File: src/hw/rtl/anp_pkg.sv
// Shared types and constants of the ASCII number token parser.
package anp_pkg;

    // Configuration register indexes.
    localparam int unsigned CFG_IDX_W = 2;
    localparam logic [CFG_IDX_W-1:0] REG_SIGNED_MODE = 2'd0;
    localparam logic [CFG_IDX_W-1:0] REG_SEPARATOR   = 2'd1;
    localparam logic [CFG_IDX_W-1:0] REG_TERMINATOR  = 2'd2;

    // Character codes.
    localparam logic [7:0] CHAR_NUL   = 8'h00;
    localparam logic [7:0] CHAR_PLUS  = 8'h2B;
    localparam logic [7:0] CHAR_MINUS = 8'h2D;
    localparam logic [7:0] CHAR_ZERO  = 8'h30;
    localparam logic [7:0] CHAR_NINE  = 8'h39;
    localparam logic [7:0] CHAR_UA    = 8'h41;
    localparam logic [7:0] CHAR_UF    = 8'h46;
    localparam logic [7:0] CHAR_LA    = 8'h61;
    localparam logic [7:0] CHAR_LF    = 8'h66;
    localparam logic [7:0] CHAR_X     = 8'h78;

    // Reset values of the configuration registers.
    localparam logic [7:0] SEPARATOR_RESET  = 8'd32;
    localparam logic [7:0] TERMINATOR_RESET = 8'd13;

    // Decimal limits.
    localparam logic [19:0] LIMIT_SIGNED_POS = 20'd32767;
    localparam logic [19:0] LIMIT_SIGNED_NEG = 20'd32768;
    localparam logic [19:0] LIMIT_UNSIGNED   = 20'd65535;

    localparam logic [2:0] HEX_MAX_DIGITS = 3'd4;

    typedef struct packed {
        logic       signed_mode;
        logic [7:0] separator_char;
        logic [7:0] terminator_char;
    } cfg_t;

    typedef struct packed {
        logic [15:0] accum;
        logic        is_negative;
        logic        is_hex;
        logic        at_start;
        logic        failed;
        logic [2:0]  hex_digit_count;
        logic        x_pending;
    } tok_state_t;

    localparam tok_state_t TOK_CLEAR = '{
        accum:           16'd0,
        is_negative:     1'b0,
        is_hex:          1'b0,
        at_start:        1'b1,
        failed:          1'b0,
        hex_digit_count: 3'd0,
        x_pending:       1'b0
    };

    typedef struct packed {
        logic        emit;
        logic [15:0] value_out;
        logic        ok;
    } tok_result_t;

endpackage

File: src/hw/rtl/ascii_number_token_parser.sv
// Top level of the ASCII number token parser: input register, token state, result register.
//
//  Channel   Direction  Ports                          Moves
//  s_        in         s_valid s_ready s_char_in      one character per transfer
//  m_        out        m_valid m_ready m_value_out    one parsed token per transfer
//                       m_ok
//  cfg_      in         cfg_wr_en cfg_index cfg_wdata  register write, no handshake
//
//  A character is taken every cycle as long as the result side keeps up; a
//  result is loaded into the result register from the input register's ending character.
//  The rate is set by the single token-state register, which is updated once per
//  character by the step logic between the input register and the result register.
//  Reset (aresetn low, synchronous) empties both registers, clears the token state
//  and loads the register defaults (signed, separator 32, terminator 13).
//  When m_ready is low with a result waiting, any character in the input register
//  is held there and s_ready stays low until the waiting result is taken.
module ascii_number_token_parser (
    input  logic                          aclk,
    input  logic                          aresetn,
    input  logic                          s_valid,
    output logic                          s_ready,
    input  logic [7:0]                    s_char_in,
    output logic                          m_valid,
    input  logic                          m_ready,
    output logic [15:0]                   m_value_out,
    output logic                          m_ok,
    input  logic                          cfg_wr_en,
    input  logic [anp_pkg::CFG_IDX_W-1:0] cfg_index,
    input  logic [7:0]                    cfg_wdata
);
    import anp_pkg::*;

    cfg_t        cfg;
    tok_state_t  tok_reg;
    tok_state_t  tok_next;
    tok_result_t res;

    logic        in_valid_reg;
    logic [7:0]  in_char_reg;
    logic        out_valid_reg;
    logic [15:0] out_value_reg;
    logic        out_ok_reg;
    logic        advance;

    anp_cfg u_cfg (
        .aclk      (aclk),
        .aresetn   (aresetn),
        .cfg_wr_en (cfg_wr_en),
        .cfg_index (cfg_index),
        .cfg_wdata (cfg_wdata),
        .cfg       (cfg)
    );

    anp_step u_step (
        .cfg     (cfg),
        .cur     (tok_reg),
        .char_in (in_char_reg),
        .nxt     (tok_next),
        .res     (res)
    );

    // The held character is processed once there is room for a possible result.
    assign advance = in_valid_reg && (!out_valid_reg || m_ready);
    assign s_ready = !in_valid_reg || advance;

    always_ff @(posedge aclk) begin
        if (!aresetn) begin
            in_valid_reg  <= 1'b0;
            out_valid_reg <= 1'b0;
            tok_reg       <= TOK_CLEAR;
        end else begin
            if (s_ready) begin
                in_valid_reg <= s_valid;
            end
            if (advance) begin
                tok_reg <= tok_next;
            end
            if (advance && res.emit) begin
                out_valid_reg <= 1'b1;
            end else if (m_ready) begin
                out_valid_reg <= 1'b0;
            end
        end
    end

    always_ff @(posedge aclk) begin
        if (s_valid && s_ready) begin
            in_char_reg <= s_char_in;
        end
        if (advance && res.emit) begin
            out_value_reg <= res.value_out;
            out_ok_reg    <= res.ok;
        end
    end

    assign m_valid     = out_valid_reg;
    assign m_value_out = out_value_reg;
    assign m_ok        = out_ok_reg;

    // A rejected token always reports a zero value.
    a_fail_zero: assert property (@(posedge aclk) disable iff (!aresetn)
        (m_valid && !m_ok) |-> (m_value_out == 16'd0))
        else $error("rejected token with nonzero value");

    // The hex digit counter never passes the four-digit limit.
    a_hex_count: assert property (@(posedge aclk) disable iff (!aresetn)
        tok_reg.hex_digit_count <= HEX_MAX_DIGITS)
        else $error("hex digit count out of range");

    // A minus sign and a hex prefix never coexist in one token.
    a_neg_hex: assert property (@(posedge aclk) disable iff (!aresetn)
        !(tok_reg.is_negative && tok_reg.is_hex))
        else $error("negative hex token");

    // Emitting a result restarts the token.
    a_restart: assert property (@(posedge aclk) disable iff (!aresetn)
        (advance && res.emit) |=> (tok_reg == TOK_CLEAR))
        else $error("token state not cleared after result");

    // A failed token keeps its accumulator until the token ends.
    a_fail_hold: assert property (@(posedge aclk) disable iff (!aresetn)
        (tok_reg.failed && !res.emit) |=> $stable(tok_reg.accum))
        else $error("accumulator changed after failure");

endmodule

File: src/hw/rtl/anp_cfg.sv
// Configuration registers of the ASCII number token parser.
module anp_cfg (
    input  logic                           aclk,
    input  logic                           aresetn,
    input  logic                           cfg_wr_en,
    input  logic [anp_pkg::CFG_IDX_W-1:0]  cfg_index,
    input  logic [7:0]                     cfg_wdata,
    output anp_pkg::cfg_t                  cfg
);
    import anp_pkg::*;

    cfg_t cfg_reg;
    cfg_t cfg_next;

    always_comb begin
        cfg_next = cfg_reg;
        if (cfg_wr_en) begin
            unique case (cfg_index)
                REG_SIGNED_MODE: cfg_next.signed_mode     = cfg_wdata[0];
                REG_SEPARATOR:   cfg_next.separator_char  = cfg_wdata;
                REG_TERMINATOR:  cfg_next.terminator_char = cfg_wdata;
                default:         cfg_next = cfg_reg;
            endcase
        end
    end

    always_ff @(posedge aclk) begin
        if (!aresetn) begin
            cfg_reg.signed_mode     <= 1'b1;
            cfg_reg.separator_char  <= SEPARATOR_RESET;
            cfg_reg.terminator_char <= TERMINATOR_RESET;
        end else begin
            cfg_reg <= cfg_next;
        end
    end

    assign cfg = cfg_reg;

endmodule

File: src/hw/rtl/anp_step.sv
// Per-character next-state and result logic of the ASCII number token parser.
module anp_step (
    input  anp_pkg::cfg_t       cfg,
    input  anp_pkg::tok_state_t cur,
    input  logic [7:0]          char_in,
    output anp_pkg::tok_state_t nxt,
    output anp_pkg::tok_result_t res
);
    import anp_pkg::*;

    logic        is_end;
    logic        good;
    logic        is_dec;
    logic        hex_ok;
    logic [3:0]  hex_val;
    logic [15:0] mag;
    logic [19:0] mag10;
    logic [19:0] limit;
    logic [15:0] mag10_lo;
    logic        at_start_now;

    assign is_end = (char_in == cfg.separator_char) || (char_in == cfg.terminator_char)
                    || (char_in == CHAR_NUL);
    assign good   = !cur.failed && !cur.x_pending;

    assign is_dec = (char_in >= CHAR_ZERO) && (char_in <= CHAR_NINE);

    always_comb begin
        hex_ok  = 1'b1;
        hex_val = 4'd0;
        if (is_dec) begin
            hex_val = 4'(char_in - CHAR_ZERO);
        end else if ((char_in >= CHAR_LA) && (char_in <= CHAR_LF)) begin
            hex_val = 4'(char_in - CHAR_LA + 8'd10);
        end else if ((char_in >= CHAR_UA) && (char_in <= CHAR_UF)) begin
            hex_val = 4'(char_in - CHAR_UA + 8'd10);
        end else begin
            hex_ok = 1'b0;
        end
    end

    // Magnitude of a negative accumulator; the most negative value maps onto itself.
    assign mag      = cur.is_negative ? 16'(16'd0 - cur.accum) : cur.accum;
    assign mag10    = {1'b0, mag, 3'b000} + {3'b000, mag, 1'b0} + {16'd0, hex_val};
    assign mag10_lo = mag10[15:0];
    assign limit    = cur.is_negative ? LIMIT_SIGNED_NEG
                    : (cfg.signed_mode ? LIMIT_SIGNED_POS : LIMIT_UNSIGNED);

    always_comb begin
        nxt          = cur;
        res.emit     = 1'b0;
        res.ok       = good;
        res.value_out = good ? cur.accum : 16'd0;
        at_start_now = cur.at_start;
        if (is_end) begin
            res.emit = 1'b1;
            nxt      = TOK_CLEAR;
        end else if (!cur.failed) begin
            nxt.at_start = 1'b0;
            if (at_start_now && cfg.signed_mode
                && ((char_in == CHAR_PLUS) || (char_in == CHAR_MINUS))) begin
                nxt.is_negative = (char_in == CHAR_MINUS);
            end else if (!cur.x_pending && (cur.accum == 16'd0) && (char_in == CHAR_X)) begin
                if (cur.is_negative) begin
                    nxt.failed = 1'b1;
                end else begin
                    nxt.is_hex    = 1'b1;
                    nxt.x_pending = 1'b1;
                end
            end else begin
                nxt.x_pending = 1'b0;
                if (cur.is_hex) begin
                    if (!hex_ok || (cur.hex_digit_count >= HEX_MAX_DIGITS)) begin
                        nxt.failed = 1'b1;
                    end else begin
                        nxt.hex_digit_count = cur.hex_digit_count + 3'd1;
                        nxt.accum           = {cur.accum[11:0], hex_val};
                    end
                end else if (!is_dec) begin
                    nxt.failed = 1'b1;
                end else if (mag10 > limit) begin
                    nxt.failed = 1'b1;
                end else begin
                    nxt.accum = cur.is_negative ? 16'(16'd0 - mag10_lo) : mag10_lo;
                end
            end
        end
    end

endmodule

File: config.mk
export PLATFORM = sky130hd
export DESIGN_NAME = ascii_number_token_parser
export DESIGN_NICKNAME = d
export VERILOG_FILES = /design/src/hw/rtl/anp_pkg.sv /design/src/hw/rtl/ascii_number_token_parser.sv /design/src/hw/rtl/anp_cfg.sv /design/src/hw/rtl/anp_step.sv
export SDC_FILE = /design/constraint.sdc
export NUM_CORES = 1
export LEC_CHECK = 0
export BUFFER_PORTS_ARGS = -buffer_cell sky130_fd_sc_hd__buf_2
export CAP_MARGIN = 0
export CORE_MARGIN = 2
export CORE_UTILIZATION = 61
export CTS_CLUSTER_DIAMETER = 100
export CTS_CLUSTER_SIZE = 25
export DETAILED_ROUTE_END_ITERATION = 16
export MAX_ROUTING_LAYER = met4
export PLACE_DENSITY = 0.85
export SYNTH_ARGS = -nofsm -noshare
export SYNTH_HDL_FRONTEND = slang
export SYNTH_SLANG_ARGS = --single-unit
File: constraint.sdc
create_clock -name aclk -period 7.2 [get_ports aclk]
set_input_delay 0.36 -clock aclk [delete_from_list [all_inputs] [get_ports aclk]]
set_output_delay 0.36 -clock aclk [all_outputs]
set_load 0.02 [all_outputs]
---- Yosys cells after proc, flatten, opt, wreduce, memory -nomap -nowiden ----
Index checks and enable logic that the tools add are counted.
operators by class
  divide/modulo/power cells ............... 0
  $add $sub $neg .......................... 10
  reductions and logical operators ........ 39
  order comparisons ....................... 8
  eq/ne operators ......................... 15
  muxes and demuxes ....................... 36
  bitwise logic cells ..................... 0
  multipliers ............................. 0
  shifts and indexed selects .............. 0
operators by type and width
  kind                     number
  $mux W16                 9
  $mux W24                 2
  $sub A1 B16 Y16 const A  2
  $add A19 B17 Y20         1
  $add A20 B4 Y20          1
  $gt A20 B20 Y1           1
  $mux W20                 1
  $mux W1                  17
  $eq A8 B6 Y1 const B     2
  $eq A8 B8 Y1             2
  $ge A8 B7 Y1 const B     2
  $le A8 B7 Y1 const B     2
  $logic_not A16 Y1        1
  $mux W4                  3
  $sub A4 B1 Y4 const B    3
  $logic_and A1 B1 Y1      11
  $ne A2 B1 Y1 const B     5
  $mux W3                  3
  $ne A3 B2 Y1 const B     3
  $add A4 B4 Y4 const B    2
  $eq A8 B7 Y1 const B     1
  $ge A8 B6 Y1 const B     1
  $le A8 B6 Y1 const B     1
  $logic_not A8 Y1         1
  other kinds (16)         31
storage, ports and cells
  output and inout port bits .............. 19
  bits in writable memories ............... 0
  input bits .............................. 23
  logic and storage cells ................. 123
  memories ................................ 0
  latch bits .............................. 0
  register bits after elaboration ......... 68
  bits in read-only memories .............. 0

---- Longest topological paths before layout ----
  depth after elaboration ................. 15
  gate-level depth with buffers ........... 27
  depth with buffers taken out ............ 25

---- Cells and area by module ----
Synthesis repeated with hierarchy kept, for this count alone.
second synthesis, totals
  cell total of the unflattened synthesis .. 666
  area, all modules ....................... 5,843.1 um^2
modules (own cells, without submodules)
  module                     cells an instance  area an instance (um^2)  sequential area each (um^2)  times used
  anp_step                   452                3,296.9                  0.0                          1
  ascii_number_token_parser  142                1,841.8                  1,271.2                      1
  anp_cfg                    72                 704.4                    340.3                        1

---- Least setup slack after synthesis ----
OpenSTA, ideal clock, no wires.
  path kind ............................... register to register
  start point ............................. register in_char_reg[1]
  end point ............................... register tok_reg[8] (netlist bit)
  slack ................................... 1.599 ns
  path buffers ............................ 2
  arrival time ............................ 5.513 ns
  stages on the path, launching flop included .. 26
  cell sequence ........................... edfxtp_1 > clkbuf_1 > inv_1 > ha_1 > or3b_2 > nand4_1 > nor2_1 > o22a_1 > fa_1 > ha_1 > a211oi_4 > o21bai_1 > a211oi_1 > nor2_1 > xor2_1 > ha_1 > and4_1 > nand2_1 > nor2_1 > a21boi_0 > o31ai_1 > o2111ai_1 > a21oi_4 > buf_4 > nand4_1 > o31ai_1
on the way
  longest elaborated chain between the ends .. 15
  elaborated cells on any way between the ends .. 52
  classes of those cells .................. add/sub (7); order compare (7); eq/ne (10); mux (15); reduce/logical (13)
RTL lines
  item                                          line                             text
  start, declared                               ascii_number_token_parser.sv:39  logic [7:0] in_char_reg;
  start signal, assigned                        ascii_number_token_parser.sv:88  in_char_reg <= s_char_in;
  $ge A8 B7 Y1 or $le A8 B7 Y1 (tied branches)  anp_step.sv:35                   end else if ((char_in >= CHAR_UA) && (char_in <= CHAR_UF)) begin
  $logic_and A1 B1 Y1                           anp_step.sv:35
  $mux W4                                       anp_step.sv:35
  $mux W4                                       anp_step.sv:33                   end else if ((char_in >= CHAR_LA) && (char_in <= CHAR_LF)) begin
  $mux W4                                       anp_step.sv:31                   if (is_dec) begin
  $add A20 B4 Y20                               anp_step.sv:44                   assign mag10 = {1'b0, mag, 3'b000} + {3'b000, mag, 1'b0} + {16'd0, hex_val};
  $sub A1 B16 Y16                               anp_step.sv:84                   nxt.accum = cur.is_negative ? 16'(16'd0 - mag10_lo) : mag10_lo;
  $mux W16                                      anp_step.sv:84
  $mux W16                                      anp_step.sv:81                   end else if (mag10 > limit) begin
  $mux W16                                      anp_step.sv:79                   end else if (!is_dec) begin
  $mux W16                                      anp_step.sv:72                   if (cur.is_hex) begin
  $mux W16                                      anp_step.sv:63                   end else if (!cur.x_pending && (cur.accum == 16'd0) && (char_in == CHAR_X)) begin
  $mux W16                                      anp_step.sv:60                   if (at_start_now && cfg.signed_mode
  $mux W24                                      anp_step.sv:58                   end else if (!cur.failed) begin
  $mux W24                                      anp_step.sv:55                   if (is_end) begin
  end signal, assigned                          ascii_number_token_parser.sv:76  tok_reg <= tok_next;
  end, declared                                 ascii_number_token_parser.sv:34  tok_state_t tok_reg;
Parallel ways exist; a longest one is shown, timed or not. The select of a mux whose other input is x is not followed.
A chain may end at the register's enable or synchronous reset.

---- Worst setup path after layout ----
  start point ............................. register in_char_reg[0]
  end point ............................... register tok_reg[20] (netlist bit)
on the way
  longest elaborated chain between the ends .. 15
  elaborated cells on any way between the ends .. 51
  classes of those cells .................. add/sub (7); order compare (7); eq/ne (10); mux (14); reduce/logical (13)
RTL lines
  item                                                  line
  $sub A4 B1 Y4, or another cell as far along           anp_step.sv:34, anp_step.sv:36
  $add A4 B4 Y4 or $logic_and A1 B1 Y1 (tied branches)  anp_step.sv:34, anp_step.sv:36, anp_step.sv:35
  $mux W4                                               anp_step.sv:35
  $mux W4                                               anp_step.sv:33
  $mux W4                                               anp_step.sv:31
  $add A20 B4 Y20                                       anp_step.sv:44
  $sub A1 B16 Y16                                       anp_step.sv:84
  $mux W16                                              anp_step.sv:84
  $mux W16                                              anp_step.sv:81
  $mux W16                                              anp_step.sv:79
  $mux W16                                              anp_step.sv:72
  $mux W16                                              anp_step.sv:63
  $mux W16                                              anp_step.sv:60
  $mux W24                                              anp_step.sv:58
  $mux W24                                              anp_step.sv:55
Parallel ways exist; a longest one is shown, timed or not. The select of a mux whose other input is x is not followed.

==> flow_summary.toml <==
[run_status]
status = "complete, no violations"

[sta]
finalHoldViolations = 0
rsz0062_at_grt = "false"
fin_setup_tns_ns = 0
timing.fmax_ghz = 0.1537
finalWorstSetupSlack_ns = 0.6947
setup-violations-final = 0
min_period_ns = 6.505
worst_pin_slew_ns = 0.9933
max-slew-margin-rel_pct = 33.17
finalCritPeriodShare_pct = 90.35
skew_ns = 0.009623
maxSlewViolCount = 0

[pwr]
p_leak_nw = 2.644
power_mw = 0.8280
p_sw_mw = 0.2249
seqPwrFrac_pct = 50.6
combPwrFrac_pct = 8.9
p_per_area_nw_per_um2 = 144.4
p_int_mw = 0.6031
peakVddDrop_v = 0.0001678
clkPwrFrac_pct = 40.5
switching_share_pct = 27.16

[drt]
wl_per_cell_um = 17.86
routed_wl_um = 13290
dr.pass1.iters = 6
remaining_drc_errors = 0
vias = 4761
viasPerCell = 6.399
ant_nets = 0
drtIter0Drc = 445

[setup_path]
crit_path_max_incr_delay_ns = 0.62
worstPathCellList = "inv_1 > ha_1 > or3b_2 > nand4_1 > nor2_1 > o22a_1 > fa_1 > fa_1 > a211oi_2 > o21ai_0 > a41o_1 > a21oi_1 > xnor2_1 > ha_1 > nand4_1 > nor2_1 > a21boi_0 > o31ai_1 > o2111ai_1 > a21oi_4 > nor2_1 > a41o_1"
critPathTopFamily = "compound AO/OA/AOI/OAI gates"
worst-path-max-fanout = 25
endpoint_kind = "flop"
critPathSlowestCell = "a21oi_4"
critical_path_class = "reg2reg"
rr_startpoint = "in_char_reg[0]"
critPathMostFrequentCell = "nor2_1"
crit_end = "tok_reg[20]"
arrival_ns = 6.76
start_kind = "flop"
critical_path.startpoint = "in_char_reg[0]"
worstPathRequired_ns = 7.46
reg2reg_slack_ns = 0.69
worstReg2RegEnd = "tok_reg[20]"
cp_num_buf_inv = 1
r2r_cells = 22
path_depth = 22

[cts]
path_clk_slew_ns = 0.08
clk_latency_ns = 0.36
clock_path_buffers = 2
clock-root-buffer = "clkbuf_8"
cts_buffers = 9
cts_sinks = 68
cts_tree = "built"
htree_levels = 3
cts_resized = 0
post-cts-setup-buffers = 0
cts-hold-fix-buffers = 0

[layout]
nFillCells = 704
drive_above_1_share_pct = 12.58
largest_reg_flops = 24
diodes = 0
area_growth_pct = 7.481
mostFrequentLayoutCells = "nand2_1 (74), ha_1 (54), nor2_1 (50), dfxtp_1 (43), buf_2 (41)"
final_common_cell = "nand2_1"
layout.nets = 710
postLayoutCoreUtil_pct = 66.73

[global_route]
grt_pass1_vias = 4479
overflow = 0
grtUsageTotal_pct = 28.67
antenna_found_initial = 0
grt_max_degree = 36
grt_pass1_wl_um = 21720

[floorplanning]
die_h_um = 97.52
dieArea_sq_um = 9510
initial_core_util_pct = 62.09
rows = 34
core_sq_um = 8593
io_pins = 42
die_x_um = 97.52

[synthesis]
syn-num-nets = 688
synth-seq-cells = 68
yosysUniqueCellTypes = 70
synth_edf_count = 25
synthCells = 609
syn_area_sq_um = 5335
yosysSeqAreaShare_pct = 30.21
async_reset_ff_share_pct = 0
synth_area_per_cell_sq_um = 8.760
ys.flop_type = "dfxtp_1"
yosysWarnings = 0

[placed_design]
place_hpwl_um = 10090
port_buffers = 41
dp_slack_ns = 0.7959
place_congestion = 0.9574

[run]
maxCapViolations = 0

[hold_path]
hp-class = "in2reg"
cell families (layout without fill, tap and decap cells):
logic type | after synthesis | in the layout | synth area share [%]
simple gates | 231 | 231 | 21.83
compound gates | 127 | 127 | 16.60
flops | 68 | 68 | 30.21
fa+ha+maj | 56 | 56 | 13.41
xor+xnor | 52 | 52 | 8.677
buf+inv | 48 | 75 | 4.174
mux | 27 | 27 | 5.089
final cells by class:
| type | instances | area, sq um | share of cell area, % |
|---|---|---|---|
| clock buffers | 9 | 123.9 | 2.160 |
| clock inverters | 7 | 82.58 | 1.440 |
| inverters | 16 | 60.06 | 1.047 |
| multi-input cells | 493 | 3501 | 61.05 |
| flip-flops and latches | 68 | 1612 | 28.10 |
| well taps | 108 | 135.1 | 2.357 |
| repair buffers | 43 | 220.2 | 3.840 |
worst min-delay path by stage:
stage | start | cells past startpoint | endpoint
6_report | s_char_in[3] | 1 | in_char_reg[3]
5_1_grt | s_char_in[5] | 1 | in_char_reg[5]
4_1_cts | s_char_in[7] | 1 | in_char_reg[7]
3_5_place_dp | tok_reg[5] | 2 | tok_reg[5]
3_3_place_gp | tok_reg[2] | 2 | tok_reg[2]
2_1_floorplan | tok_reg[2] | 2 | tok_reg[2]
cell usage after synthesis, drive strengths merged (17+ instances only):
cell type | instances | area [sq um]
dfxtp | 43 | 860.8
ha | 54 | 675.7
and2 | 17 | 106.4
clkbuf | 24 | 101.3
xnor2 | 33 | 289.0
edfxtp | 25 | 750.7
o21ai | 35 | 175.2
a21oi | 25 | 136.4
nor2 | 51 | 193.9
mux2i | 26 | 260.3
xor2 | 19 | 173.9
nand2 | 74 | 277.8
worst reg2reg max path, cell delays in order (launching register included):
cell       delay, ns
edfxtp_1        0.54
inv_1           0.18
ha_1            0.21
or3b_2          0.44
nand4_1         0.15
nor2_1          0.11
o22a_1          0.27
fa_1            0.50
fa_1            0.49
a211oi_2        0.31
o21ai_0         0.22
a41o_1          0.34
a21oi_1         0.19
xnor2_1         0.30
ha_1            0.35
nand4_1         0.12
nor2_1          0.07
a21boi_0        0.12
o31ai_1         0.31
o2111ai_1       0.21
a21oi_4         0.62
nor2_1          0.12
a41o_1          0.23
per-layer routing:
metal / vias to the layer above / part of all wire [%] / track usage, %
met5: - / 0 / -
met4: 0 / 2.2 / 9.081
met3: 35 / 7.1 / 4.317
met2: 239 / 48 / 47.21
met1: 2241 / 42 / 36.53
li1: 2246 / - / -
per-stage QoR:
stage	area (sq um)	instances	hold WS [ns]
detailed placement	5528	728	0.4624
global route	5734	744	0.1667
CTS	5734	744	0.1724
finish	5734	744	0.1709
global placement	5528	728	0.4440
floorplan	5335	609	0.4356
power by group through the flow:
stage,Sequential (mW),Combinational (mW),Clock (mW)
after detailed placement,0.427,0.0712,0
after global routing,0.421,0.0801,0.351
final,0.419,0.0736,0.335
after CTS,0.419,0.0730,0.333
after global placement,0.427,0.0686,0
after floorplan,0.419,0.0591,0
Power figures use the tool's default switching activity.
